--- src/rtl/cwb_pkg.sv ---
// ----------------------------------------------------------------------------
// cwb_pkg: shared definitions for the complex weighted beamformer
// Holds the sizes of the block, the item kind codes and the command and
// status groups passed between the controller and the datapath.
// ----------------------------------------------------------------------------
package cwb_pkg;

	// Sizes of the beamformer.
	localparam int NUM_BEAMS    = 8;
	localparam int NUM_CHANNELS = 16;
	localparam int SAMPLE_BITS  = 16;

	// Field widths on the stream ports.
	localparam int BEAM_W   = 3;
	localparam int CHAN_W   = 4;
	localparam int VALUE_W  = 16;
	localparam int RESULT_W = 39;

	// Internal widths.
	localparam int ADDR_W      = BEAM_W + CHAN_W;
	localparam int RAM_DEPTH   = 2 ** ADDR_W;
	localparam int WEIGHT_W    = 2 * SAMPLE_BITS;
	localparam int PROD_W      = 2 * SAMPLE_BITS;
	localparam int SUM_W       = PROD_W + 1;
	localparam int ACC_W       = RESULT_W;
	localparam int IN_TDATA_W  = 40;
	localparam int OUT_TDATA_W = 88;

	// Item kind codes carried in the input tuser.
	localparam logic KIND_WEIGHT = 1'b0;
	localparam logic KIND_SAMPLE = 1'b1;

	// Commands from the controller to the datapath.
	typedef struct packed {
		logic              weight_we;
		logic              latch_sample;
		logic              issue;
		logic              load_out;
		logic [BEAM_W-1:0] beam;
		logic              last;
	} cmd_t;

	// Status from the datapath to the controller.
	typedef struct packed {
		logic chan_ok;
		logic last_chan;
		logic pipe_busy;
		logic out_free;
	} status_t;

endpackage

--- src/rtl/cwb_ctrl.sv ---
// ----------------------------------------------------------------------------
// cwb_ctrl: beamformer controller
// Accepts input transactions, steps the beam counter through the
// multiply-accumulate pass and then through the result emission.
// ----------------------------------------------------------------------------
module cwb_ctrl (
	input  logic             clk,
	input  logic             arst_n,
	input  logic             in_valid,
	input  logic             in_kind,
	output logic             in_ready,
	input  cwb_pkg::status_t sts,
	output cwb_pkg::cmd_t    cmd
);

	localparam logic [1:0] ST_IDLE  = 2'd0;
	localparam logic [1:0] ST_RUN   = 2'd1;
	localparam logic [1:0] ST_DRAIN = 2'd2;
	localparam logic [1:0] ST_EMIT  = 2'd3;

	localparam logic [cwb_pkg::BEAM_W-1:0] BEAM_LAST =
		cwb_pkg::BEAM_W'(cwb_pkg::NUM_BEAMS - 1);

	logic [1:0]                 state_q, state_d;
	logic [cwb_pkg::BEAM_W-1:0] cnt_q, cnt_d;
	logic                       accept;

	assign in_ready = (state_q == ST_IDLE);
	assign accept   = in_valid && in_ready;

	// Next state, counter and commands.
	always_comb begin
		state_d          = state_q;
		cnt_d            = cnt_q;
		cmd              = '0;
		cmd.beam         = cnt_q;
		cmd.last         = (cnt_q == BEAM_LAST);
		unique case (state_q)
			ST_IDLE: begin
				cnt_d = '0;
				if (accept) begin
					if (in_kind == cwb_pkg::KIND_WEIGHT) begin
						cmd.weight_we = 1'b1;
					end else if (sts.chan_ok) begin
						cmd.latch_sample = 1'b1;
						state_d          = ST_RUN;
					end
				end
			end
			ST_RUN: begin
				cmd.issue = 1'b1;
				if (cnt_q == BEAM_LAST) begin
					cnt_d   = '0;
					state_d = ST_DRAIN;
				end else begin
					cnt_d = cnt_q + 1'b1;
				end
			end
			ST_DRAIN: begin
				if (!sts.pipe_busy) begin
					state_d = sts.last_chan ? ST_EMIT : ST_IDLE;
				end
			end
			ST_EMIT: begin
				if (sts.out_free) begin
					cmd.load_out = 1'b1;
					if (cnt_q == BEAM_LAST) begin
						cnt_d   = '0;
						state_d = ST_IDLE;
					end else begin
						cnt_d = cnt_q + 1'b1;
					end
				end
			end
			default: begin
				state_d = ST_IDLE;
			end
		endcase
	end

	// State registers.
	always_ff @(posedge clk or negedge arst_n) begin
		if (!arst_n) begin
			state_q <= ST_IDLE;
			cnt_q   <= '0;
		end else begin
			state_q <= state_d;
			cnt_q   <= cnt_d;
		end
	end

	// A blocked output stage holds the emission where it is.
	a_emit_hold: assert property (@(posedge clk) disable iff (!arst_n)
		(state_q == ST_EMIT && !sts.out_free) |=> (state_q == ST_EMIT && $stable(cnt_q)))
		else $error("emission advanced while the output stage was blocked");

	// The last beam issue always hands over to the drain phase.
	a_run_end: assert property (@(posedge clk) disable iff (!arst_n)
		(state_q == ST_RUN && cnt_q == BEAM_LAST) |=> (state_q == ST_DRAIN))
		else $error("multiply-accumulate pass did not end after the last beam");

endmodule

--- config.mk ---
export PLATFORM = sky130hd
export DESIGN_NAME = cwb_ctrl
export DESIGN_NICKNAME = d
export VERILOG_FILES = /design/src/rtl/cwb_pkg.sv /design/src/rtl/cwb_ctrl.sv
export SDC_FILE = /design/constraint.sdc
export NUM_CORES = 1
export LEC_CHECK = 0
export BUFFER_PORTS_ARGS = -buffer_cell sky130_fd_sc_hd__buf_2
export CORE_AREA = 2 2 39 41
export DETAILED_ROUTE_END_ITERATION = 7
export DIE_AREA = 0 0 41 43
export GPL_ROUTABILITY_DRIVEN = 0
export PLACE_DENSITY = 0.54
export SYNTH_ARGS = -nofsm -noshare
export SYNTH_HDL_FRONTEND = slang
export SYNTH_SLANG_ARGS = --single-unit
--- constraint.sdc ---
create_clock -name clk -period 1.6 [get_ports clk]
set_clock_uncertainty 0.05 [all_clocks]
set_input_delay 0 -clock clk [delete_from_list [all_inputs] [get_ports clk]]
set_output_delay 0 -clock clk [all_outputs]
set_load 0.01 [all_outputs]
==> flow_summary.yaml <==
worst_setup_path:
  crit_fanout: 5
  arrival_ns: 1.27
  r2r_start: "cnt_q[0]"
  critical_path_class: "flip-flop to primary output"
  r2r_cells: 4
  crit_top_cell: "ha_1"
  max_stage_delay_ns: 0.40
  cpMaxStageDelayCell: "dfrtp_1"
  reg2reg_slack_ns: 0.31
  r2r-end: "state_q[1]"
  cp-end-kind: "primary output"
  crit_required_ns: 1.55
  start_kind: "flip-flop"
  crit_chain: "ha_1 -> ha_1 -> buf_2"
sta:
  period_share_pct: 82.6
  finalHoldViolations: 0
  slew_violations: 0
  final-setup-viol-count: 0
  finalCriticalPeriod_ns: 1.32
  relSlewSlack_pct: 82.3
  max_freq_mhz: 756
  worstMarginPinSlew_ns: 0.265
  rsz0062_at_grt: "no"
  final.setup.tns_ns: 0
synth:
  yosysSeqAreaShare_pct: 42.9
  synth_warnings: 0
  synth_nets: 39
  syn_area_um2: 292
  synth_top_area_share_pct: 42.9
  syn_inst: 29
  ys_seq_elements: 5
  yosysTopAreaCell: "dfrtp_1"
  syn_avg_cell_area_um2: 10.1
  synthDistinctLibCells: 17
  synth_area_leaders: "dfrtp_1 43%, a22o_1 9.0%, ha_1 8.6%, nor2_1 6.4%, a211oi_2 4.3%"
clock_network:
  clk_pin_slew_ns: 0.05
  clockBufferDepth: 2
  htreeDepth: 1
  cts_resized: 0
  cts_buffers: 3
  insertion_delay_ns: 0.24
  cts_tree: "done"
  cts-root-buf: "clkbuf_4"
  clock_sinks: 5
floorplan:
  fp.dieArea_mm2: 0.00176
  core-area_mm2: 0.00138
  ios: 17
  die_h_um: 43
  dieWidth_um: 41
  start_util_pct: 21.1
  rows: 14
power:
  p_leak_nw: 0.226
  powerDensity_mw_per_mm2: 1730
  fin_total_pwr_w: 0.000740
  ir_drop_mv: 0.473
placement:
  portBuffers: 16
  dpl.hpwl_um: 548
route:
  vias_per_cell: 4.48
  finalWirelength_um: 666
  wire_per_inst_um: 10.1
  initialDrtViolationCount: 1
  num_vias: 296
  drtPass1Iterations: 2
  ant_nets: 0
  drc: 0
hold_path:
  holdPathEnd: "state_q[1]"
  whs_path_depth: 3
  worstHoldStart: "sts[2]"
  min_path_type: "input port to flip-flop"
final_layout:
  drive_gt1_share_pct: 50.0
  diodes: 0
  fillers: 152
  final_common_cell: "buf_2"
  final_cell_mix: "16 x buf_2, 5 x nor2_1, 5 x dfrtp_1, 3 x a22o_1, 3 x clkbuf_4"
  area_growth_pct: 47.2
  fin_nets: 61
status:
  outcome: "completed"
global_routing:
  antenna_found_initial: 0
  grt_pass1_wl_um: 1110
  grt_use_total_pct: 9.69
  grt_pass1_vias: 267
  grt_max_degree: 9
  grt.overflow.total: 0
flow_run:
  max-cap-violations: 0
[critical path, delay by kind of cell (launching register included)]
kind	cells	cell delay [ns]
fa+ha+maj	2	0.47
buf+inv	1	0.17
flops	1	0.40
[layout make-up]
class	count	area, µm²	area share (%)
clock buffers	3	22.5	5.25
clock inverters	1	5.00	1.17
inverters	2	7.51	1.75
multi-input cells	22	159	37.0
flip-flops and latches	5	125	29.2
well taps	16	20.0	4.66
repair buffers	17	90.1	21.0
[worst max-delay path by stage]
stage          depth (start not counted)        from         end
6_report                               3    cnt_q[0]      cmd[0]
4_1_cts                                3    cnt_q[0]      cmd[0]
3_5_place_dp                           4    cnt_q[0]  state_q[1]
3_3_place_gp                           4    cnt_q[0]  state_q[1]
2_1_floorplan                          4    cnt_q[0]  state_q[1]
5_1_grt                                4  state_q[0]      cmd[6]
[cell usage after synthesis (all sizes together)]
cell / number
a22o: 3
o221ai: 1
a211oi: 1
ha: 2
a21boi: 1
and3: 1
nand2: 2
nor2: 5
inv: 2
a21oi: 2
nor3b: 1
o21ai: 1
nor2b: 1
dfrtp: 5
nor3: 1
[registers in the layout, summed over array words and instances (netlist names)]
register / cells
cnt_q: 3
state_q: 2
[per-layer routing]
layer  track usage (%)  share of wire, %  up-vias
met3              6.28               9.0        0
met2              12.2                42       11
met5                 0                 0        -
met4              4.00                 0        0
met1              12.7                49      137
li1                  -                 -      148
[timing repair]
| action | in CTS | in global routing |
|---|---|---|
| setup buffers | 0 | 0 |
| hold endpoints to repair | 5 | 0 |
| hold buffers | 1 | 0 |
[power by group]
part	total, W	internal [W]	switching (W)	leakage (nW)
clock network	0.000146	0.0000906	0.0000557	0.0177
logic	0.000339	0.000179	0.000160	0.150
registers	0.000255	0.000186	0.0000695	0.0578
total	0.000740	0.000456	0.000285	0.226
[stage by stage]
step	instances	cell area [µm²]	hold slack, ns	util (%)	worst slack, ns
after floorplan	29	292	-0.346	-	0.292
after global placement	61	392	-0.231	28.3	0.350
after detailed placement	61	392	-0.230	28.3	0.323
after CTS	66	429	0.00757	31.0	0.275
after global routing	66	429	0.0273	31.0	0.186
final	66	429	0.0142	31.0	0.278
[cells by family (layout without fill, tap and decap cells)]
logic type	after synthesis	after routing	share of synthesized area, %
buffers and inverters	2	23	2.57
AND/OR/NAND/NOR	11	11	19.3
flip-flops	5	5	42.9
adder cells (fa/ha/maj)	2	2	8.58
AO/OA/AOI/OAI	9	9	26.6
Power figures use the tool's default switching activity.
